--- config.mk ---
export PLATFORM = sky130hd
export DESIGN_NAME = svpwm_ctrl
export DESIGN_NICKNAME = d
export VERILOG_FILES = /design/src/hdl/svpwm_pkg.sv /design/src/hdl/svpwm_ctrl.sv
export SDC_FILE = /design/constraint.sdc
export NUM_CORES = 1
export LEC_CHECK = 0
export BUFFER_PORTS_ARGS = -buffer_cell sky130_fd_sc_hd__buf_4
export CELL_PAD_IN_SITES_DETAIL_PLACEMENT = 2
export CELL_PAD_IN_SITES_GLOBAL_PLACEMENT = 2
export CORE_AREA = 2 2 39 41
export CTS_BUF_LIST = sky130_fd_sc_hd__clkbuf_8
export DETAILED_ROUTE_END_ITERATION = 8
export DIE_AREA = 0 0 41 43
export PLACE_DENSITY_LB_ADDON = 0.1
export RECOVER_POWER = 50
export SETUP_SLACK_MARGIN = 0.4
export SLEW_MARGIN = 15
export SYNTH_ARGS = -nofsm -noshare
export SYNTH_HDL_FRONTEND = slang
export SYNTH_SLANG_ARGS = --single-unit
--- constraint.sdc ---
create_clock -name clk -period 0.85 [get_ports clk]
set_input_delay 0.0425 -clock clk [delete_from_list [all_inputs] [get_ports clk]]
set_output_delay 0.0425 -clock clk [all_outputs]
set_load 0.01 [all_outputs]
--- src/hdl/svpwm_pkg.sv ---
package svpwm_pkg;

  localparam int TICK_WIDTH = 16;
  localparam int SQRT3_Q16 = 113512;
  localparam logic [15:0] PERIOD_RESET = 16'd8400;

  // configuration register indexes
  localparam logic [2:0] REG_GAIN   = 3'd0;
  localparam logic [2:0] REG_PERIOD = 3'd1;
  localparam logic [2:0] REG_DEAD   = 3'd2;
  localparam logic [2:0] REG_WINDOW = 3'd3;
  localparam logic [2:0] REG_LEAD   = 3'd4;

  // sampling strategies
  localparam logic [1:0] STRAT_NONE = 2'd0;
  localparam logic [1:0] STRAT_LATE = 2'd1;
  localparam logic [1:0] STRAT_MID  = 2'd2;
  localparam logic [1:0] STRAT_EARLY = 2'd3;

  typedef enum logic [2:0] {
    ST_IDLE, ST_PROJ, ST_MUL, ST_SUM, ST_DIV, ST_DUTY, ST_STRAT, ST_OUT
  } state_t;

  typedef struct packed {
    logic load;
    logic proj;
    logic mul;
    logic sum;
    logic duty;
    logic strat;
  } cmd_t;

  typedef struct packed {
    logic over;
    logic div_done;
  } status_t;

endpackage

--- src/hdl/svpwm_ctrl.sv ---
module svpwm_ctrl (
  input  logic clk,
  input  logic rst,
  input  logic in_valid,
  output logic in_ready,
  output logic out_valid,
  input  logic out_ready,
  output svpwm_pkg::cmd_t cmd,
  input  svpwm_pkg::status_t status
);

  svpwm_pkg::state_t state, state_next;

  // state register
  always_ff @(posedge clk) begin
    if (rst) state <= svpwm_pkg::ST_IDLE;
    else state <= state_next;
  end

  // next state and commands
  always_comb begin
    state_next = state;
    cmd = '0;
    in_ready = 1'b0;
    out_valid = 1'b0;
    case (state)
      svpwm_pkg::ST_IDLE: begin
        in_ready = 1'b1;
        if (in_valid) begin
          cmd.load = 1'b1;
          state_next = svpwm_pkg::ST_PROJ;
        end
      end
      svpwm_pkg::ST_PROJ: begin
        cmd.proj = 1'b1;
        state_next = svpwm_pkg::ST_MUL;
      end
      svpwm_pkg::ST_MUL: begin
        cmd.mul = 1'b1;
        state_next = svpwm_pkg::ST_SUM;
      end
      svpwm_pkg::ST_SUM: begin
        cmd.sum = 1'b1;
        state_next = svpwm_pkg::ST_DIV;
      end
      svpwm_pkg::ST_DIV: begin
        if (!status.over) state_next = svpwm_pkg::ST_DUTY;
        else if (status.div_done) state_next = svpwm_pkg::ST_DUTY;
      end
      svpwm_pkg::ST_DUTY: begin
        cmd.duty = 1'b1;
        state_next = svpwm_pkg::ST_STRAT;
      end
      svpwm_pkg::ST_STRAT: begin
        cmd.strat = 1'b1;
        state_next = svpwm_pkg::ST_OUT;
      end
      svpwm_pkg::ST_OUT: begin
        out_valid = 1'b1;
        if (out_ready) state_next = svpwm_pkg::ST_IDLE;
      end
      default: state_next = svpwm_pkg::ST_IDLE;
    endcase
  end

  assert property (@(posedge clk) disable iff (rst) in_ready |-> !out_valid)
    else $error("accept while result pending");
  assert property (@(posedge clk) disable iff (rst) cmd.load |=> cmd.proj)
    else $error("load not followed by projection");
  assert property (@(posedge clk) disable iff (rst)
    (out_valid && !out_ready) |=> out_valid)
    else $error("result dropped");

endmodule

==> results.txt, run 1 <==
The largest voltage drop on the vdd net is 0.507 mV. The die height came out at 43 um. Each instance of the synthesized netlist takes up on average 7.88 um2. The wire length of the first global-routing pass is 1550 um. The post-route minimum period is 1.10 ns. The signed area change from the synthesized netlist to the final layout is 123%. In the synthesized netlist the dominant register cell turns out to be dfxtp_1. The checks that failed: setup timing. The count of nets after finishing is 60.

The power dissipated by switching net loads is 225 uW. The clock latency on the worst-skew pair is 0.21 ns. Adding up every negative setup slack in the final design gives -1.85 ns. The via count of the first global-routing pass is 341.

Once placement finished, the instance area stood at 354 um2. The max-capacitance violation count came out at 0. Detailed routing inserted a total of 296 vias. The finished cells cover 528 um2. The worst slack at placement came out at -0.0759 ns. The half-perimeter wire length after placement came out at 561 um. Dividing the detail-routed wire length by the instance count gives 13.8 um. The sequential area share after synthesis came out at 0.254. Data on the critical path arrives at its endpoint at 1.05 ns. Counting distinct cell types in the post-synthesis netlist gives 20. The largest registers in the layout are state: 3 flops. In the synthesized netlist, the number of instances is 30. The worst setup path is launched from a flop. TritonCTS built the clock tree.

The worst-path maximum fanout is 5. Internal power comes to 621 uW. The register bit total from synthesis came out at 3. STA classifies the critical path endpoint as an output port.

The clock skew after layout came out at 0.00211 ns. The area of the mapped netlist is 236 um2. The worst slew margin relative to its limit came out at 0.891. The worst-case setup margin in the final layout came out at -0.245 ns.

The critical path is of the flop to output port type. CTS saw 3 sinks. In this run the worst hold path is classified as input port to flop.

The DRC violation count after routing came out at 0. Setup repair after global routing could not meet its margin everywhere. The setup violation total in the final timing report is 11. The total global routing overflow came out at 0. The weighted congestion reported at the end of routability-driven placement came out at 0.616. Hold timing on the final database bottoms out at a slack of 0.0203 ns. The sequential cell fraction of total power came out at 0.229. The global router's overall resource usage is 0.131. In the finished design, the share of the clock period the worst path needs comes to 1.29.

For the pin with the worst max-slew slack, the measured transition is 0.163 ns. Data on the critical path is required at its endpoint by 0.81 ns. The share of total power dissipated in combinational logic is 0.300. The number of antenna diodes is 0. The clock share of power came out at 0.470. The total length of routed wires came out at 955 um. The deepest clock path buffer count came out at 2. In this run, synthesis inferred 0 flip-flops with an integrated enable. Power spread over the standard cell area amounts to 1600 nW/um2. The initial cell density of the core is 0.171. The H-tree depth reported by CTS came out at 1.

The die outline area came out at 1760 um2. The placed cell count came out at 57. The run finished, with violations left. The clock slew at the register clock pins of the worst setup and hold paths is 0.03 ns. The clock buffer count from CTS came out at 3. In this run the horizontal extent of the chip is 41 um. The number of cell instances on the worst register-to-register path is 5. In this run the tool buffered the top-level ports with 13 buffer cells. The number of detailed-route iterations in the first pass came out at 1. After floorplanning, the core was divided into 14 placement rows. Of the total power, the share spent switching nets is 0.266. The root buffer cell is clkbuf_8.

The share of final-layout standard cells stronger than drive strength 1 came out at 0.792. The number of antenna violations at the first check in global routing is 0. The count of placed standard cells in the final layout, fillers left out came out at 69.

The register with the most flip-flops in the layout has 3 of them. The share of async-settable or async-resettable flops after synthesis is 0. Yosys printed 0 warnings.

The detailed router's first-iteration violation count is 0. The antenna violation net count after detailed routing came out at 0. The core region is 1380 um2. Counting instances, the worst hold path has a depth of 2.

The maximum clock frequency is 913 MHz. For this design the top-level I/O count stands at 14. Entering global routing, the biggest net connects 11 pins. The detail-routed via count per cell is 4.29. The count of pins over their slew limit came out at 0. The leakage power summed over all cells is 0.254 nW. The number of hold-slack violations in the final timing report is 0. The net count after synthesis came out at 36. The register name with the most flops is state.
[what timing repair did]
action / 4_1_cts / 5_1_grt
hold endpoints to repair: 1 / 0
endpoints found under the setup margin: 11 / 11
pin swaps: 4 / 1
buffers inserted: 7 / 1
gates resized for setup: 8 / 7
[worst paths after layout]
| check | start | to | slack, ns |
|---|---|---|---|
| max | state[2] | cmd[5] | -0.25 |
| min | rst | state[2] | 0.02 |
| max reg2reg | state[2] | state[0] | -0.19 |
| min reg2reg | state[1] | state[2] | 0.66 |
[critical path: stages, from the launching register on]
cell and delay [ns]:
dfxtp_4 0.37, nor3_4 0.21, and2_4 0.17, buf_6 0.09
[synth_stat cells, types with 2 or more instances]
library cell	number	area [um2]
buf_6	2	22.5
dfxtp_1	3	60.1
nand2_1	2	7.51
nor2_1	4	15.0
nor3_1	3	15.0
nor3b_1	2	15.0
[stage by stage]
stage / util / total power [mW]
floorplan: - / 0.307
global placement: 0.256 / 0.357
detailed placement: 0.256 / 0.368
CTS: 0.354 / 0.838
global route: 0.382 / 0.897
finish: 0.382 / 0.847
[logic make-up after synthesis]
logic type	synth area share
AND/OR/NAND/NOR	0.455
flip-flops	0.254
AO/OA/AOI/OAI	0.116
buffers and inverters	0.175
[power by group through the flow]
stage / clock network (mW) / logic, mW / registers [mW]
after detailed placement: 0 / 0.161 / 0.207
after floorplan: 0 / 0.132 / 0.175
after global routing: 0.422 / 0.277 / 0.198
final: 0.398 / 0.254 / 0.194
after CTS: 0.412 / 0.232 / 0.194
after global placement: 0 / 0.153 / 0.203
[placed cells by master (no fill, tap or decap), types with 2 or more instances in the layout]
master    instances
buf_4            17
clkbuf_8          3
buf_6             3
dfxtp_4           3
nor2_1            2
nor3b_2           2
nor2_2            2
inv_1             2
nor3_2            2
[area by class of cell]
cell class / instances / area, um2
Clock buffer: 3 / 41.3
Clock inverter: 1 / 3.75
Fill cell: 152 / 856
Inverter: 1 / 3.75
Multi-Input combinational cell: 23 / 191
Sequential cell: 3 / 71.3
Tap cell: 16 / 20.0
Timing Repair Buffer: 22 / 196
[metal layers]
layer  global-route usage  up-vias  part of all wire
met2                0.234        9              0.59
li1                     -      146                 -
met5                    0        -                 0
met4               0.0600        0                 0
met3                    0        0             0.038
met1                0.150      141              0.38
No activity file was read; power rests on OpenSTA's default activity.
==> run 2, diff against run 1 <==
PLACE_DENSITY = 0.62   (was default)
PLACE_DENSITY_LB_ADDON = default   (was 0.1)
==> run 2 against run 1 <==
The run still ends with setup timing left. Sequential share of layout area shrank 1.7 points. Cell area grew 15%. Register-to-register slack improved by 0.07 ns. Non-clock buffer count increased by 5. Critical path type unchanged.
==> results.txt, run 2 (synthesized netlist as in run 1, its figures left out) <==
Run status: complete, but fails checks (unchanged). Violations in the final reports: setup timing (unchanged). The wire length of the first global-routing pass came out at 1840 um (was 1550 um).

The critical path data arrival time is 1.03 ns (was 1.05 ns). The total length of routed wires is 1130 um (was 955 um). The class of the tightest hold or removal check is input port to flop (unchanged). The count of pins over their slew limit is 0 (unchanged). Commonest non-fill, non-tap cells in the layout: buf_4, buf_6, clkbuf_8, dfxtp_4 (was buf_4, clkbuf_8, buf_6, dfxtp_4). The global router's overall resource usage is 0.161 (was 0.131). The cell with the largest stage delay on the worst path is dfxtp_4 (unchanged).

The clock latency on the worst-skew pair is 0.22 ns (was 0.21 ns). The worst slew margin relative to its limit came out at 0.890 (was 0.891). The weighted congestion reported at the end of routability-driven placement came out at 0.792 (was 0.616). The post-route minimum period is 1.08 ns (was 1.10 ns). The critical setup path kind was flop to output port (unchanged).

The fraction of the cycle the final worst path needs was 1.27 (was 1.29). The setup violation total in the final timing report is 11 (unchanged). The antenna violation net count after detailed routing is 0 (unchanged). The number of stages on the worst hold path came out at 2 (unchanged). The clock buffer count from CTS is 3 (unchanged). The detailed router's first-iteration violation count was 0 (unchanged). The root buffer cell is clkbuf_8 (unchanged). The count of buffering cells on the critical path with inverters included came out at 2 (was 1). The die outline area came out at 1760 um2 (unchanged). The register name with the most flops is state (unchanged).

The core area is 1380 um2 (unchanged). The total global routing overflow is 0 (unchanged). The largest stage delay on the critical path came out at 0.36 ns (was 0.37 ns). The leakage power summed over all cells came out at 0.287 nW (was 0.254 nW).

The worst slack on hold paths is 0.00538 ns (was 0.0203 ns). The clock slew at the register clock pins of the worst setup and hold paths came out at 0.03 ns (about the same). The die extent in x is 41 um (unchanged). The via count of the first global-routing pass came out at 388 (was 341). The row count is 14 (unchanged).

The core utilization of the finished layout is 0.438 (was 0.382). Critical-path cell list: buf_6 -> nor3b_2 -> buf_4 (was nor3_4 -> and2_4 -> buf_6). The number of placed I/O pins is 14 (unchanged). The initial cell density of the core was 0.171 (unchanged). The worst reg2reg path endpoint was state[0] (unchanged). Top Registers: state: 3 flops (unchanged). The DRC violation count after routing came to 0 (unchanged). The number of flip-flops under the largest register name is 3 (unchanged). The largest voltage drop on the vdd net was 0.652 mV (was 0.507 mV). The maximum clock frequency came out at 929 MHz (was 913 MHz). The die height is 43 um (unchanged). The signed area change from the synthesized netlist to the final layout is 156% (was 123%). The max-capacitance violation count is 0 (unchanged). The deepest clock path buffer count came out at 2 (unchanged). The H-tree depth reported by CTS came out at 1 (unchanged).

The end point of the worst hold path is state[1] (was state[2]). The count of input and output buffers is 13 (unchanged). The summed negative setup slack over all endpoints is -1.92 ns (was -1.85 ns). The capturing element type of the critical path is an output port (unchanged). The via total after detailed routing came out at 322 (was 296). The mean routed wirelength per cell was 15.2 um (was 13.8 um). The worst-case setup margin in the final layout came out at -0.226 ns (was -0.245 ns). The source of the worst hold timing path is rst (unchanged).

The share of final-layout standard cells stronger than drive strength 1 is 0.879 (was 0.792). The kind of start point of the critical path is a flop (unchanged). The number of detailed-route iterations in the first pass came out at 1 (unchanged). The number of antenna diodes is 0 (unchanged). The number of cell instances on the worst register-to-register path is 4 (was 5). The count of nets after finishing is 65 (was 60). The worst-path maximum fanout came out at 5 (unchanged). The CTS tree is yes (unchanged).

The pin slew with the least headroom to its limit is 0.165 ns (was 0.163 ns). The worst reg2reg path startpoint is state[2] (unchanged). The clock skew after layout is 0.000701 ns (was 0.00211 ns). The kind of cell adding the most delay to the critical path is flip-flops (was simple AND/OR/NAND/NOR gates). Unrepaired setup endpoints after global routing: yes (unchanged).

The detail-routed via count per cell came out at 4.35 (was 4.29). The worst reg-to-reg setup slack came out at -0.12 ns (was -0.19 ns). The required time at the worst-slack endpoint is 0.81 ns (about the same).

The power consumption was 930 uW (was 847 uW). The number of hold-slack violations in the final timing report was 0 (unchanged). The number of antenna violations at the first check in global routing came out at 0 (unchanged). The count of clock tree sinks came to 3 (unchanged). The half-perimeter wire length after placement is 576 um (was 561 um). The power density over cell area came to 1540 nW/um2 (was 1600 nW/um2). The largest net degree at the start of global routing came out at 9 (was 11).
-- run 2: worst max path at each step --
| stage | depth (start not counted) | to | from | slack (ns) |
|---|---|---|---|---|
| floorplan | 3 | state[0] | state[0] | 0.05 |
| global placement | 3 | state[0] | state[2] | -0.05 |
| detailed placement | 3 | state[0] | state[2] | -0.08 |
| CTS | 3 | cmd[5] | state[0] | -0.22 |
| global route | 3 | cmd[4] | state[2] | -0.26 |
| finish | 3 | cmd[4] | state[2] | -0.23 |
-- run 2: metrics by stage --
stage / setup slack (ns) / area [um2] / cells
floorplan: 0.0501 / 267 / 30
global placement: -0.0525 / 369 / 59
detailed placement: -0.0815 / 369 / 59
CTS: -0.223 / 519 / 72
global route: -0.259 / 606 / 74
finish: -0.226 / 606 / 74
-- run 2: layout make-up --
cell class	count	area, um2
tap	16	20.0
sequential	3	71.3
clock buffer	3	41.3
clock inverter	1	3.75
multi-input combinational	23	216
inverter	1	3.75
fill	142	778
timing repair buffer	27	249
-- run 2: routing by layer --
layer,vias to the layer above,track usage,wire [um]
met5,-,0,0
met4,0,0.0800,23
met3,3,0.0628,33
met2,9,0.272,653
met1,154,0.160,415
li1,156,-,-
-- run 2: what timing repair did --
item                                   CTS  global route
setup buffers                            9             2
resized for setup                       14            16
setup endpoints to repair               11            11
pin swaps                                8             8
endpoints found under the hold margin    3             0
-- run 2: power breakdown --
group	internal, mW	total, mW	switching, mW
registers	0.155	0.190	0.0347
logic	0.203	0.329	0.126
clock network	0.308	0.412	0.103
==> run 3, diff against run 2 <==
clock period = 1.14 ns   (was 0.85 ns; I/O delays follow)
==> run 3 against run 2 <==
The run now ends clean. Die area did not move. Count of clock-buffer cells in the layout did not move. Register-to-register slack gained 0.25 ns. Critical path depth is 1 lower. Power decreased by 29%. Clock skew grew 0.00072 ns.
==> results.txt, run 3 (synthesized netlist as in run 1, its figures left out) <==
The combinational share of power came out at 0.315 (was 0.353). The register name with the most flops is state (unchanged). The leakage power summed over all cells was 0.247 nW (was 0.287 nW).

The largest stage delay on the critical path came out at 0.40 ns (was 0.36 ns). Run status: complete, no violations (was complete, but fails checks). The mean routed wirelength per cell came to 13.4 um (was 15.2 um).

The internal power is 477 uW (was 666 uW). The deepest clock path buffer count is 2 (unchanged). The count of input and output buffers came out at 13 (unchanged). The clock latency on the worst-skew pair came out at 0.22 ns (about the same). Critical-path cell list: nor3b_1 -> buf_4 (was buf_6 -> nor3b_2 -> buf_4). The root buffer cell is clkbuf_8 (unchanged). The placed cell count is 56 (was 59). The die outline area came out at 1760 um2 (unchanged). The die height is 43 um (unchanged). The via total after detailed routing came to 305 (was 322). The count of placed standard cells in the final layout, fillers left out is 70 (was 74).

The worst slew margin relative to its limit is 0.856 (was 0.890). The summed negative setup slack over all endpoints came out at 0 ns (was -1.92 ns). The final design instance area without fill came to 522 um2 (was 606 um2). The largest net degree at the start of global routing came out at 10 (was 9). The critical setup path kind was flop to output port (unchanged).

The largest voltage drop on the vdd net is 0.563 mV (was 0.652 mV). The number of antenna diodes came out at 0 (unchanged). The power density over cell area came out at 1260 nW/um2 (was 1540 nW/um2). The clock buffer count from CTS was 3 (unchanged). The worst-path maximum fanout came out at 8 (was 5). The total global routing overflow is 0 (unchanged). The worst slack on hold paths came out at 0.0109 ns (was 0.00538 ns).

The die extent in x came out at 41 um (unchanged). The initial cell density of the core came out at 0.171 (unchanged). The CTS tree is yes (unchanged).

The maximum clock frequency is 929 MHz. The number of flip-flops under the largest register name came out at 3 (unchanged). In the finished design, the share of the clock period the worst path needs comes to 0.944. The global router's overall resource usage was 0.129 (was 0.161). The power dissipated by switching net loads came out at 180 uW (was 264 uW).

The clock share of power came out at 0.471 (was 0.442). The total length of routed wires came out at 941 um (was 1130 um). The count of nets after finishing is 61 (was 65). The critical path data arrival time came out at 1.02 ns (was 1.03 ns). The clock skew after layout is 0.00142 ns (was 0.000701 ns). The setup violation total in the final timing report came out at 0 (was 11).

Commonest non-fill, non-tap cells in the layout: buf_4, buf_6, clkbuf_8 (was buf_4, buf_6, clkbuf_8, dfxtp_4). The weighted congestion reported at the end of routability-driven placement is 0.698 (was 0.792). The post-route minimum period came out at 1.08 ns. The count of filler cells inserted in the layout is 166 (was 142). The H-tree depth reported by CTS came out at 1 (unchanged). The footprint of the multi-input gates came out at 176 um2 (was 216 um2). The fraction of power spent switching nets was 0.274 (was 0.284). The sequential cell fraction of total power is 0.213 (was 0.204). The area of all sequential standard cells came out at 68.8 um2 (was 71.3 um2). Leaving out fill and tap cells, the most frequent cell in the layout is buf_4. The core area was 1380 um2 (unchanged). The via count of the first global-routing pass came out at 326 (was 388). The class of the tightest hold or removal check is input port to flop (unchanged). The detailed router's first-iteration violation count came out at 2 (was 0). The signed area change from the synthesized netlist to the final layout came out at 121% (was 156%). The wire length of the first global-routing pass is 1520 um (was 1840 um). The capturing element type of the critical path was an output port (unchanged).

The cell area reported after detailed placement came out at 344 um2 (was 369 um2). The number of placed I/O pins is 14 (unchanged). The pin slew with the least headroom to its limit came out at 0.215 ns (was 0.165 ns).

The required time at the worst-slack endpoint is 1.08 ns (was 0.81 ns). The count of clock tree sinks is 3 (unchanged). The detail-routed via count per cell was 4.36 (was 4.35).

Unrepaired setup endpoints after global routing: yes (unchanged). The row count is 14 (unchanged). The cell with the largest stage delay on the worst path is dfxtp_4 (unchanged).

The count of pins over their slew limit came out at 0 (unchanged). The DRC violation count after routing came out at 0 (unchanged). The clock slew at the register clock pins of the worst setup and hold paths is 0.03 ns (about the same). The share of final-layout standard cells stronger than drive strength 1 is 0.685 (was 0.879). The max-capacitance violation count came out at 0 (unchanged). The number of hold-slack violations in the final timing report came to 0 (unchanged). The antenna violation net count after detailed routing is 0 (unchanged).

The number of antenna violations at the first check in global routing is 0 (unchanged). Top Registers: state: 3 flops (unchanged). The number of detailed-route iterations in the first pass is 2 (was 1). The kind of start point of the critical path is a flop (unchanged).
[run 3: cell count changes in the layout (fill, tap and decap cells not counted), sizes merged]
cell,change
buf,-5
clkbuf,+1
[run 3: routing by layer]
metal,up-vias,share of wire,GRT usage
li1,147,-,-
met3,2,0.033,0.0209
met5,-,0,0
met4,0,0.017,0.0600
met2,9,0.54,0.203
met1,147,0.41,0.163
[run 3: final cells by class]
cell class,instances,share of cell area
Clock buffer,3,0.0791
Sequential cell,3,0.132
Timing Repair Buffer,23,0.398
Inverter,1,0.00719
Clock inverter,1,0.00719
Tap cell,16,0.0384
Multi-Input combinational cell,23,0.338
[run 3: worst max-delay path, delay by kind of cell, from the launching register on]
kind | cells | cell delay (ns)
AND/OR/NAND/NOR | 1 | 0.24
buffers and inverters | 1 | 0.16
flip-flops | 1 | 0.40
[run 3: path summary, 6_finish.rpt]
check / cells after the start / from / slack (ns) / to
worst min-delay path: 2 / rst / 0.01 / state[0]
worst max-delay path: 2 / state[1] / 0.06 / cmd[3]
worst max register to register: 5 / state[2] / 0.13 / state[2]
worst min register to register: 3 / state[2] / 0.70 / state[0]
[run 3: power groups by stage]
stage / Sequential (mW) / Combinational, mW / Clock [mW]
floorplan: 0.130 / 0.0977 / 0
finish: 0.140 / 0.207 / 0.309
global placement: 0.151 / 0.109 / 0
global route: 0.143 / 0.225 / 0.329
detailed placement: 0.153 / 0.114 / 0
CTS: 0.142 / 0.184 / 0.315
[run 3: timing repair]
item                                    CTS  global route
resized for setup                        13             5
hold buffers                              0             0
buffers inserted                          9             1
pin swaps                                 5             4
endpoints found under the setup margin   11            11
gates cloned                              0             0
[run 3: through the flow]
step / setup WS, ns / power [mW] / utilization
finish: 0.0640 / 0.657 / 0.377
global placement: 0.254 / 0.260 / 0.249
floorplan: 0.340 / 0.228 / -
detailed placement: 0.229 / 0.266 / 0.249
global route: 0.0119 / 0.698 / 0.377
CTS: 0.0667 / 0.640 / 0.356
